==> config.mk <==
export PLATFORM = sky130hd
export DESIGN_NAME = kli_ctrl
export DESIGN_NICKNAME = d
export VERILOG_FILES = /design/src/hw/rtl/kli_pkg.sv /design/src/hw/rtl/kli_ctrl.sv
export SDC_FILE = /design/constraint.sdc
export NUM_CORES = 1
export LEC_CHECK = 0
export BUFFER_PORTS_ARGS = -buffer_cell sky130_fd_sc_hd__buf_4
export CAP_MARGIN = 20
export CORE_AREA = 4 4 41 43
export DETAILED_ROUTE_END_ITERATION = 12
export DIE_AREA = 0 0 45 47
export GPL_ROUTABILITY_DRIVEN = 0
export GPL_TIMING_DRIVEN = 0
export MAX_ROUTING_LAYER = met4
export PLACE_DENSITY = 0.79
export SETUP_SLACK_MARGIN = 0.2
export SLEW_MARGIN = 20
export SYNTH_ARGS = -nofsm -noshare
export SYNTH_HDL_FRONTEND = slang
export SYNTH_SLANG_ARGS = --single-unit
==> constraint.sdc <==
create_clock -name i_clk -period 2.8 [get_ports i_clk]
set_clock_uncertainty 0.2 [all_clocks]
set_input_delay 0.14 -clock i_clk [delete_from_list [all_inputs] [get_ports i_clk]]
set_output_delay 0.14 -clock i_clk [all_outputs]
set_load 0.02 [all_outputs]
==> src/hw/rtl/kli_pkg.sv <==
// Shared types and constants of the keyframe linear interpolator.
// No dependencies; used by kli_ctrl, kli_dp and the top level.
package kli_pkg;

    // Widths fixed by the item fields
    localparam int unsigned WORD_W  = 32;
    localparam int unsigned SLOT_W  = 6;
    localparam int unsigned COUNT_W = 7;
    // Fraction is unsigned Q1.16 in [0, 1.0], so 17 bits
    localparam int unsigned FRAC_W    = 17;
    localparam int unsigned DIV_STEPS = 17;
    localparam int unsigned DIV_CNT_W = 5;
    // Product of a 33-bit difference and the 18-bit signed fraction
    localparam int unsigned PROD_W = 51;

    // Item kinds
    localparam logic KIND_WRITE = 1'b0;
    localparam logic KIND_QUERY = 1'b1;

    // One table entry
    typedef struct packed {
        logic [WORD_W-1:0] t;
        logic [WORD_W-1:0] x;
        logic [WORD_W-1:0] y;
        logic [WORD_W-1:0] z;
    } t_key;

    // Controller to datapath commands
    typedef struct packed {
        logic key_write;  // store the input entry
        logic start;      // latch query time and key count
        logic rd_first;   // read entry 0
        logic rd_next;    // read the entry after the current one
        logic take_prev;  // current entry becomes the earlier key
        logic load_cur;   // result = current entry
        logic load_prev;  // result = earlier key
        logic div_init;   // set up the fraction division
        logic div_step;   // one quotient bit
        logic mul_step;   // one blend multiply / add slot
        logic load_out;   // result into output register
    } t_dp_cmd;

    // Datapath to controller status
    typedef struct packed {
        logic first_hit;  // one key, or time at or before key 0
        logic pair_hit;   // earlier key and current entry enclose the time
        logic den_zero;   // enclosing interval has zero length
        logic at_last;    // current entry is the last valid key
        logic div_done;   // last quotient bit in this cycle
        logic mul_done;   // last component written in this cycle
    } t_dp_sts;

endpackage

==> src/hw/rtl/kli_ctrl.sv <==
// Sequencer of the keyframe linear interpolator: handshakes and command flow.
// Depends on kli_pkg for the command and status structs.
module kli_ctrl (
    input  logic              i_clk,
    input  logic              i_rst_n,
    input  logic              i_in_valid,
    output logic              o_in_ready,
    input  logic              i_kind,
    output logic              o_out_valid,
    input  logic              i_out_ready,
    input  kli_pkg::t_dp_sts  i_sts,
    output kli_pkg::t_dp_cmd  o_cmd
);

    typedef enum logic [5:0] {
        S_IDLE  = 6'b000001,
        S_FIRST = 6'b000010,
        S_SCAN  = 6'b000100,
        S_DIV   = 6'b001000,
        S_MUL   = 6'b010000,
        S_DONE  = 6'b100000
    } t_state;

    t_state r_state;
    t_state n_state;
    logic   r_out_valid;
    logic   in_accept;
    logic   out_free;

    assign o_in_ready  = (r_state == S_IDLE);
    assign o_out_valid = r_out_valid;
    assign in_accept   = i_in_valid && (r_state == S_IDLE);
    assign out_free    = !r_out_valid || i_out_ready;

    // Next state and commands
    always_comb begin
        n_state = r_state;
        o_cmd   = '0;
        case (r_state)
            S_IDLE: begin
                if (in_accept) begin
                    if (i_kind == kli_pkg::KIND_WRITE) begin
                        o_cmd.key_write = 1'b1;
                    end else begin
                        o_cmd.start    = 1'b1;
                        o_cmd.rd_first = 1'b1;
                        n_state        = S_FIRST;
                    end
                end
            end
            S_FIRST: begin
                if (i_sts.first_hit) begin
                    o_cmd.load_cur = 1'b1;
                    n_state        = S_DONE;
                end else begin
                    o_cmd.take_prev = 1'b1;
                    o_cmd.rd_next   = 1'b1;
                    n_state         = S_SCAN;
                end
            end
            S_SCAN: begin
                if (i_sts.pair_hit && i_sts.den_zero) begin
                    o_cmd.load_prev = 1'b1;
                    n_state         = S_DONE;
                end else if (i_sts.pair_hit) begin
                    o_cmd.div_init = 1'b1;
                    n_state        = S_DIV;
                end else if (i_sts.at_last) begin
                    o_cmd.load_cur = 1'b1;
                    n_state        = S_DONE;
                end else begin
                    o_cmd.take_prev = 1'b1;
                    o_cmd.rd_next   = 1'b1;
                end
            end
            S_DIV: begin
                o_cmd.div_step = 1'b1;
                if (i_sts.div_done) begin
                    n_state = S_MUL;
                end
            end
            S_MUL: begin
                // z is added in the cycle that flags done
                o_cmd.mul_step = 1'b1;
                if (i_sts.mul_done) begin
                    n_state = S_DONE;
                end
            end
            S_DONE: begin
                if (out_free) begin
                    o_cmd.load_out = 1'b1;
                    n_state        = S_IDLE;
                end
            end
            default: begin
                n_state = S_IDLE;
            end
        endcase
    end

    // State and output valid
    always_ff @(posedge i_clk) begin
        if (!i_rst_n) begin
            r_state     <= S_IDLE;
            r_out_valid <= 1'b0;
        end else begin
            r_state <= n_state;
            if (o_cmd.load_out) begin
                r_out_valid <= 1'b1;
            end else if (i_out_ready) begin
                r_out_valid <= 1'b0;
            end
        end
    end

endmodule

==> impl_metrics.toml, run 1 <==
[die]
initial_utilization_pct = 42.9
coreArea_um2 = 1300
die_h_um = 47
io_pins = 24
fp-row-count = 13
die_w_um = 45
dieArea_um2 = 2120

[finish]
drive_gt1_share_pct = 36.6
final_cell_mix = "buf_4, dfxtp_1, nand2_1"
layout_commonest_cell = "buf_4"
fin_cells = 116
synthToLayoutAreaGrowth_pct = 42.6
nets = 113
num_antenna_cells = 0
final_util_pct = 61.2

[synthesis]
synth_edf_count = 0
synthAdderAreaFrac_pct = 0
synth_top_flop_cell = "dfxtp_1"
ys_types = 38
ys_seq_area_share_pct = 25.1
ys.warnings.count = 0
synth_top_family_by_area = "simple AND/OR/NAND/NOR gates"
postSynth.asyncResetShare_pct = 0
yosys.area_share.simple_pct = 46.4
synth_compound_area_share_pct = 17.9
syn_area_per_cell_um2 = 7.75
syn_nets = 83
synth-xor-area-share_pct = 1.57
ys_ff_latch = 7
synth_mux_area_share_pct = 0
netlist_area_um2 = 558
netlist_instances = 72

[setup_path]
worst_path_dominant_cell_family = "simple AND/OR/NAND/NOR gates"
crit_top_cell = "buf_4"
cp_cell_sequence = "clkbuf_1, nor4b_1, and2_1, and3_1, buf_4, buf_4"
cp_slowest_cell = "nor4b_1"
cp_max_fo = 10
worst-path-buf-inv = 3
worstSetupPathType = "register to output pin"
endpoint_kind = "output pin"
critPathRequiredTime_ps = 2460
crit_path_start_kind = "register"
max_stage_delay_ps = 400
critPathArrivalTime_ps = 1830

[timing]
worstMarginPinSlew_ps = 500
rsz0062_at_grt = "false"
hold_viol = 0
min_period_ps = 2170
max_freq_mhz = 461
maxSlewViolCount = 0
tns_ps = 0
setup_slack_ps = 631
maxSlewHeadroom_pct = 66.4
setup_violations = 0
final.period_utilization_pct = 77.5

[detailed_routing]
routedWlPerCell_um = 13.7
drc_errors = 0
drtPass1Iterations = 4
routed_wl_mm = 1.59
ant_nets = 0
viasPerCell = 5.65
drtIter0Drc = 12
num_vias = 655

[pwr]
leakagePower_nw = 0.353
powerDensity_nw_per_um2 = 653
max-vdd-ir-drop_uv = 400

[global_route]
grt_overflow_total = 0
track_usage_pct = 17.2
grt_pass1_vias = 588
antenna_found_initial = 0
grt_max_degree = 11
grt_pass1_wl_mm = 2.56

[worst_hold_path]
hold_path.class = "primary input to register"

[clock_tree]
clock_latency_ps = 260
cts_tree = "yes"
htreeDepth = 1
cts.clk_slew.worst_paths_ps = 50
cts.sink_count = 7
clockBufferDepth = 2
post_cts_resized = 0
root_buffer = "clkbuf_4"
cts_buffers = 3

[flow_run]
drv_cap = 0

[placed_design]
hpwl_mm = 1.27
dp.cells = 110
placement.io_buffers = 23
preCtsSetupSlack_ps = 748

[outcome]
outcome = "finished clean"
==> power by group <==
group / switching [W] / internal (W) / leakage (nW)
Sequential: 0.0000261 / 0.000118 / 0.0570
Clock: 0.0000412 / 0.0000546 / 0.0150
Combinational: 0.000142 / 0.000138 / 0.281
Total: 0.000210 / 0.000310 / 0.353
==> path summary, 6_finish.rpt <==
| check | from | to | slack (ps) | cells after the start |
|---|---|---|---|---|
| max reg2reg | r_state[2] | r_state[5] | 690 | 5 |
| max | r_state[2] | o_cmd[9] | 630 | 6 |
| min reg2reg | o_out_valid | o_out_valid | 310 | 2 |
| min | i_sts[3] | r_state[3] | 5 | 3 |
==> logic make-up (layout without fill, tap and decap cells) <==
kind of cell | after synthesis | in the layout
buf+inv | 10 | 39
simple gates | 40 | 40
compound gates | 14 | 14
xor+xnor | 1 | 1
flops | 7 | 7
==> worst register-to-register path: stages (launching register included) <==
cell,delay [ps]
dfxtp_1,310
clkbuf_1,210
nor4_1,490
o21ai_0,320
and4_4,270
a311oi_2,230
==> layout make-up <==
type	instances	area (um^2)
well taps	15	18.8
inverters	4	15.0
flip-flops and latches	7	140
multi-input cells	55	368
repair buffers	25	193
clock buffers	4	26.3
plain buffers	6	35.0
fillers	122	505
==> per-stage QoR <==
stage	instance area, um^2	hold slack, ps	total power, W
2_1_floorplan	558	28.9	0.000334
6_report	796	4.68	0.000520
3_5_place_dp	749	198	0.000421
4_1_cts	796	2.79	0.000520
5_1_grt	796	35.5	0.000546
3_3_place_gp	749	187	0.000414
==> synth_stat cells, types with 2 or more instances <==
cell type | count | area [um^2]
a21oi_1 | 4 | 20.0
and2_1 | 2 | 12.5
buf_4 | 3 | 22.5
clkbuf_1 | 2 | 7.51
dfxtp_1 | 7 | 140
inv_1 | 4 | 15.0
nand2_1 | 5 | 18.8
nand3_1 | 4 | 20.0
nand3b_1 | 2 | 15.0
nor2_1 | 3 | 11.3
nor2b_1 | 2 | 12.5
nor3_1 | 3 | 15.0
nor3b_1 | 2 | 15.0
nor4_1 | 2 | 12.5
nor4b_1 | 3 | 26.3
o21ai_0 | 2 | 10.0
==> repair_timing <==
action,4_1_cts,5_1_grt
hold buffers,2,0
hold endpoints to repair,6,0
buffers inserted,0,0
==> registers in the layout, indices dropped and copies added (netlist names) <==
signal       cells
o_out_valid      1
r_state          6
==> per-layer routing <==
| layer | share of wire, % | global-route usage, % |
|---|---|---|
| met2 | 52 | 30.2 |
| met3 | 3.0 | 2.30 |
| met4 | 1.9 | 8.77 |
| met1 | 43 | 18.8 |
| met5 | 0 | - |
(Power assumes the default switching activity.)
==> run 2: changes to the inputs <==
--- a/config.mk
+++ b/config.mk
@@ -7,9 +7,9 @@
 export LEC_CHECK = 0
 export BUFFER_PORTS_ARGS = -buffer_cell sky130_fd_sc_hd__buf_4
 export CAP_MARGIN = 20
-export CORE_AREA = 4 4 41 43
+export CORE_MARGIN = 4
+export CORE_UTILIZATION = 40
 export DETAILED_ROUTE_END_ITERATION = 12
-export DIE_AREA = 0 0 45 47
 export GPL_ROUTABILITY_DRIVEN = 0
 export GPL_TIMING_DRIVEN = 0
 export MAX_ROUTING_LAYER = met4
==> constraint.sdc (replaced) <==
create_clock -name i_clk -period 1.8 [get_ports i_clk]
set_clock_uncertainty 0.2 [all_clocks]
set_input_delay 0.09 -clock i_clk [delete_from_list [all_inputs] [get_ports i_clk]]
set_output_delay 0.09 -clock i_clk [all_outputs]
set_load 0.02 [all_outputs]
==> run 2 against run 1 <==
Effect of this change:
- the flow now finishes with violations (setup timing)
- critical path depth did not move
- via count rose by 24%
- setup slack got worse by 830 ps
- non-clock buffer count rose by 16
- largest cell class unchanged
==> impl_metrics.toml, run 2 (same netlist as run 1, synthesis figures left out) <==
[outcome]
violations = "setup timing"
outcome = "complete, but fails checks"

[placed_design]
placement.io_buffers = 23
preCtsSetupSlack_ps = -172
place_area_um2 = 805
hpwl_mm = 1.18

[setup_path]
crit_path_start_kind = "register"
cp_cell_sequence = "or4_4, buf_6, or2_4, and4_4, buf_4, o2bb2ai_2"
endpoint_kind = "register"
critPathArrivalTime_ps = 1980
cp_max_fo = 6
r2r_end = "r_state[3]"
max_stage_delay_ps = 530
critPathRequiredTime_ps = 1790
rr_startpoint = "r_state[3]"
worstSetupPathType = "register to register"
worst_r2r_path_depth = 6
cp_slowest_cell = "or4_4"
ff2ff_setup_slack_ps = -200

[flow_run]
drv_cap = 0

[detailed_routing]
routedWlPerCell_um = 20.2
routed_wl_mm = 2.67
ant_nets = 0
drtPass1Iterations = 5
drtIter0Drc = 32
num_vias = 813
drc_errors = 0
viasPerCell = 6.16

[clock_tree]
cts_buffers = 3
cts_tree = "yes"
clockBufferDepth = 2
htreeDepth = 1
root_buffer = "clkbuf_4"
cts.clk_slew.worst_paths_ps = 60
cts.sink_count = 7
clock_latency_ps = 260

[finish]
num_antenna_cells = 0
num-fill-cells = 58
top_register = "r_state"
final_cell_mix = "buf_4, buf_6, nand2_1, inv_1"
largest_reg_flops = 6
multi_input_area_um2 = 484
synthToLayoutAreaGrowth_pct = 104
fin_area_um2 = 1140
nets = 129
seqCellArea_um2 = 155
drive_gt1_share_pct = 63.2
layout_commonest_cell = "buf_4"

[die]
fp-row-count = 13
initial_utilization_pct = 42.9
dieArea_um2 = 2060
die_w_um = 45.4
die_h_um = 45.4
io_pins = 24
coreArea_um2 = 1300

[global_route]
antenna_found_initial = 0
grt_pass1_wl_mm = 2.97
track_usage_pct = 20.4
grt_overflow_total = 0
grt_max_degree = 11
grt_pass1_vias = 697

[worst_hold_path]
holdPathStages = 4
holdPathEnd = "r_state[2]"
min_from = "i_sts[5]"
hold_path.class = "primary input to register"

[pwr]
leakagePower_nw = 0.506
totalPowerFinal_w = 0.00127
powerDensity_nw_per_um2 = 1120
max-vdd-ir-drop_uv = 903

[timing]
timing.hold.ws_ps = 85.0
rsz0062_at_grt = "true"
hold_viol = 0
setup_violations = 13
final.period_utilization_pct = 111
maxSlewHeadroom_pct = 63.6
setup_slack_ps = -197
min_period_ps = 2000
maxSlewViolCount = 0
worstMarginPinSlew_ps = 540
tns_ps = -1600
max_freq_mhz = 501
## run 2: report_power, final
group / total [W] / switching (W) / internal [W]
Sequential: 0.000228 / 0.0000312 / 0.000197
Clock: 0.000148 / 0.0000633 / 0.0000850
Combinational: 0.000892 / 0.000395 / 0.000497
## run 2: repair_timing
item | 4_1_cts | 5_1_grt
setup buffers | 10 | 5
endpoints found under the setup margin | 18 | 18
resized for setup | 16 | 29
hold buffers | 3 | 0
hold endpoints to repair | 7 | 0
pin swaps | 5 | 8
## run 2: through the flow
stage,cells,utilization (%)
finish,132,87.3
global route,132,87.3
CTS,127,76.3
detailed placement,110,61.8
global placement,110,61.8
floorplan,72,-
## run 2: worst max-delay path, delay by kind of cell, from the launching register on
kind                   cells  cell delay (ps)
buffers and inverters      2              290
AOI/OAI and AO/OA          1              120
DFF                        1              330
and+or+nand+nor            3              970
## run 2: final cells by class
cell class / count / area share (%)
Sequential cell: 7 / 13.7
Timing Repair Buffer: 41 / 32.7
Tap cell: 15 / 1.65
Buffer: 6 / 5.73
Clock buffer: 4 / 2.31
Multi-Input combinational cell: 55 / 42.6
Inverter: 4 / 1.32
## run 2: worst max-delay path by stage
stage / from / endpoint / slack (ps)
after floorplan: r_state[5] / r_state[5] / -90
after global placement: r_state[5] / r_state[5] / -170
after detailed placement: r_state[5] / r_state[5] / -170
after CTS: r_state[5] / r_state[5] / -150
after global routing: r_state[3] / r_state[5] / -280
final: r_state[3] / r_state[3] / -200
## run 2: routing by layer
layer / vias to the layer above / global-route usage (%) / routed length, um
li1: 358 / - / -
met1: 395 / 22.6 / 1040
met2: 47 / 36.4 / 1350
met3: 13 / 5.98 / 188
met4: 0 / 2.92 / 89
met5: - / - / 0
==> run 3: changes to the inputs <==
--- a/config.mk
+++ b/config.mk
@@ -7,7 +7,7 @@
 export LEC_CHECK = 0
 export BUFFER_PORTS_ARGS = -buffer_cell sky130_fd_sc_hd__buf_4
 export CAP_MARGIN = 20
-export CORE_MARGIN = 4
+export CORE_MARGIN = 2
 export CORE_UTILIZATION = 40
 export DETAILED_ROUTE_END_ITERATION = 12
 export GPL_ROUTABILITY_DRIVEN = 0
==> run 3 against run 2 <==
Effect of this change:
- the run still ends with setup timing left
- sequential power about the same
- clock power is 3% higher
- global-route usage grew 8.8 points
- flip-flop and latch count is the same
- critical path depth down 1
- critical path type unchanged
- highest routed layer unchanged
==> impl_metrics.toml, run 3 (same netlist as run 1, synthesis figures left out) <==
[outcome]
outcome = "complete, but fails checks"
violations = "setup timing"

[timing]
hold_viol = 0
setup_violations = 11
final.period_utilization_pct = 110
maxSlewHeadroom_pct = 71.7
min_period_ps = 1980
timing.hold.ws_ps = 31.2
maxSlewViolCount = 0
rsz0062_at_grt = "true"
max_freq_mhz = 505
worstMarginPinSlew_ps = 421
setup_slack_ps = -180

[setup_path]
cp_max_fo = 5
endpoint_kind = "register"
critPathRequiredTime_ps = 1770
worstSetupPathType = "register to register"
cp_slowest_cell = "or4_4"
worst_r2r_path_depth = 5
cp_cell_sequence = "or4_4, buf_6, or2_4, and4_4, a311oi_2"
crit_path_start_kind = "register"
critPathArrivalTime_ps = 1950
max_stage_delay_ps = 520

[detailed_routing]
drc_errors = 0
viasPerCell = 5.83
drtPass1Iterations = 4
routed_wl_mm = 2.20
ant_nets = 0
routedWlPerCell_um = 17.3
drtIter0Drc = 16
num_vias = 741

[finish]
largest_reg_flops = 6
fin_cells = 127
num_antenna_cells = 0
final_cell_mix = "buf_4, buf_6, nand2_1, inv_1, nand3_1"
fin_area_um2 = 1050
synthToLayoutAreaGrowth_pct = 88.6
nets = 124
layout_commonest_cell = "buf_4"
top_register = "r_state"
drive_gt1_share_pct = 58.9

[global_route]
grt_overflow_total = 0
grt_max_degree = 11
grt_pass1_wl_mm = 3.00
grt_pass1_vias = 656
track_usage_pct = 29.2
antenna_found_initial = 0

[die]
dieArea_um2 = 1710
io_pins = 24
die_w_um = 41.4
fp-row-count = 13
initial_utilization_pct = 42.9
die_h_um = 41.4
coreArea_um2 = 1300

[placed_design]
dp.cells = 110
preCtsSetupSlack_ps = -171
hpwl_mm = 1.10
place_area_um2 = 805
placement.io_buffers = 23

[clock_tree]
cts_buffers = 3
cts.sink_count = 7
cts.clk_slew.worst_paths_ps = 50
clockBufferDepth = 2
root_buffer = "clkbuf_4"
clock_latency_ps = 270
htreeDepth = 1
cts_tree = "yes"

[worst_hold_path]
holdPathStages = 4
hold_path.class = "primary input to register"

[pwr]
leakagePower_nw = 0.463
max-vdd-ir-drop_uv = 645
totalPowerFinal_w = 0.00115
powerDensity_nw_per_um2 = 1090

[flow_run]
drv_cap = 0
## run 3: cell count changes in the layout (fill, tap and decap cells not counted), sizes merged
cell | before | now
buf | 44 | 39
## run 3: stage by stage
step / utilization [%] / setup TNS [ps]
6_report: 80.9 / -1200
5_1_grt: 80.9 / -1540
4_1_cts: 77.2 / -894
3_5_place_dp: 61.8 / -327
3_3_place_gp: 61.8 / -332
2_1_floorplan: - / -163
## run 3: metal layers
metal  part of all wire, %  global-route usage, %  wire length, um  vias to the layer above
li1                      -                      -                -                      351
met1                    41                   30.6              901                      355
met2                    51                   50.0             1120                       25
met3                   3.5                   10.1               78                       10
met4                   4.3                   11.3               95                        0
met5                     0                      -                0                        -
## run 3: cell type report
| type | instances | area, um^2 |
|---|---|---|
| Inverter | 4 | 15.0 |
| Clock buffer | 4 | 26.3 |
| Sequential cell | 7 | 151 |
| Multi-Input combinational cell | 55 | 460 |
| Timing Repair Buffer | 36 | 315 |
| Fill cell | 75 | 249 |
| Tap cell | 15 | 18.8 |
| Buffer | 6 | 65.1 |
## run 3: final timing paths
path,start,endpoint,slack (ps)
max,r_state[5],r_state[5],-180
min,i_sts[0],r_state[4],30
max reg2reg,r_state[5],r_state[5],-180
min reg2reg,o_out_valid,o_out_valid,330
## run 3: power by group
group          switching, W  leakage, nW  total [W]  internal (W)
clock network     0.0000676       0.0150   0.000153     0.0000852
logic              0.000342        0.389   0.000768      0.000426
registers         0.0000303       0.0591   0.000225      0.000195
total              0.000440        0.463    0.00115      0.000706
## run 3: repair_timing
item                                    4_1_cts  5_1_grt
pin swaps                                     5        4
hold buffers                                  3        0
buffers inserted                             10        0
endpoints found under the hold margin         7        0
endpoints found under the setup margin       17       18
gates resized for setup                      18       14
## run 3: worst max-delay path, delay by kind of cell, from the launching register on
family          cells  cell delay, ps
compound gates      1             200
buf+inv             1             160
flops               1             340
simple gates        3             980
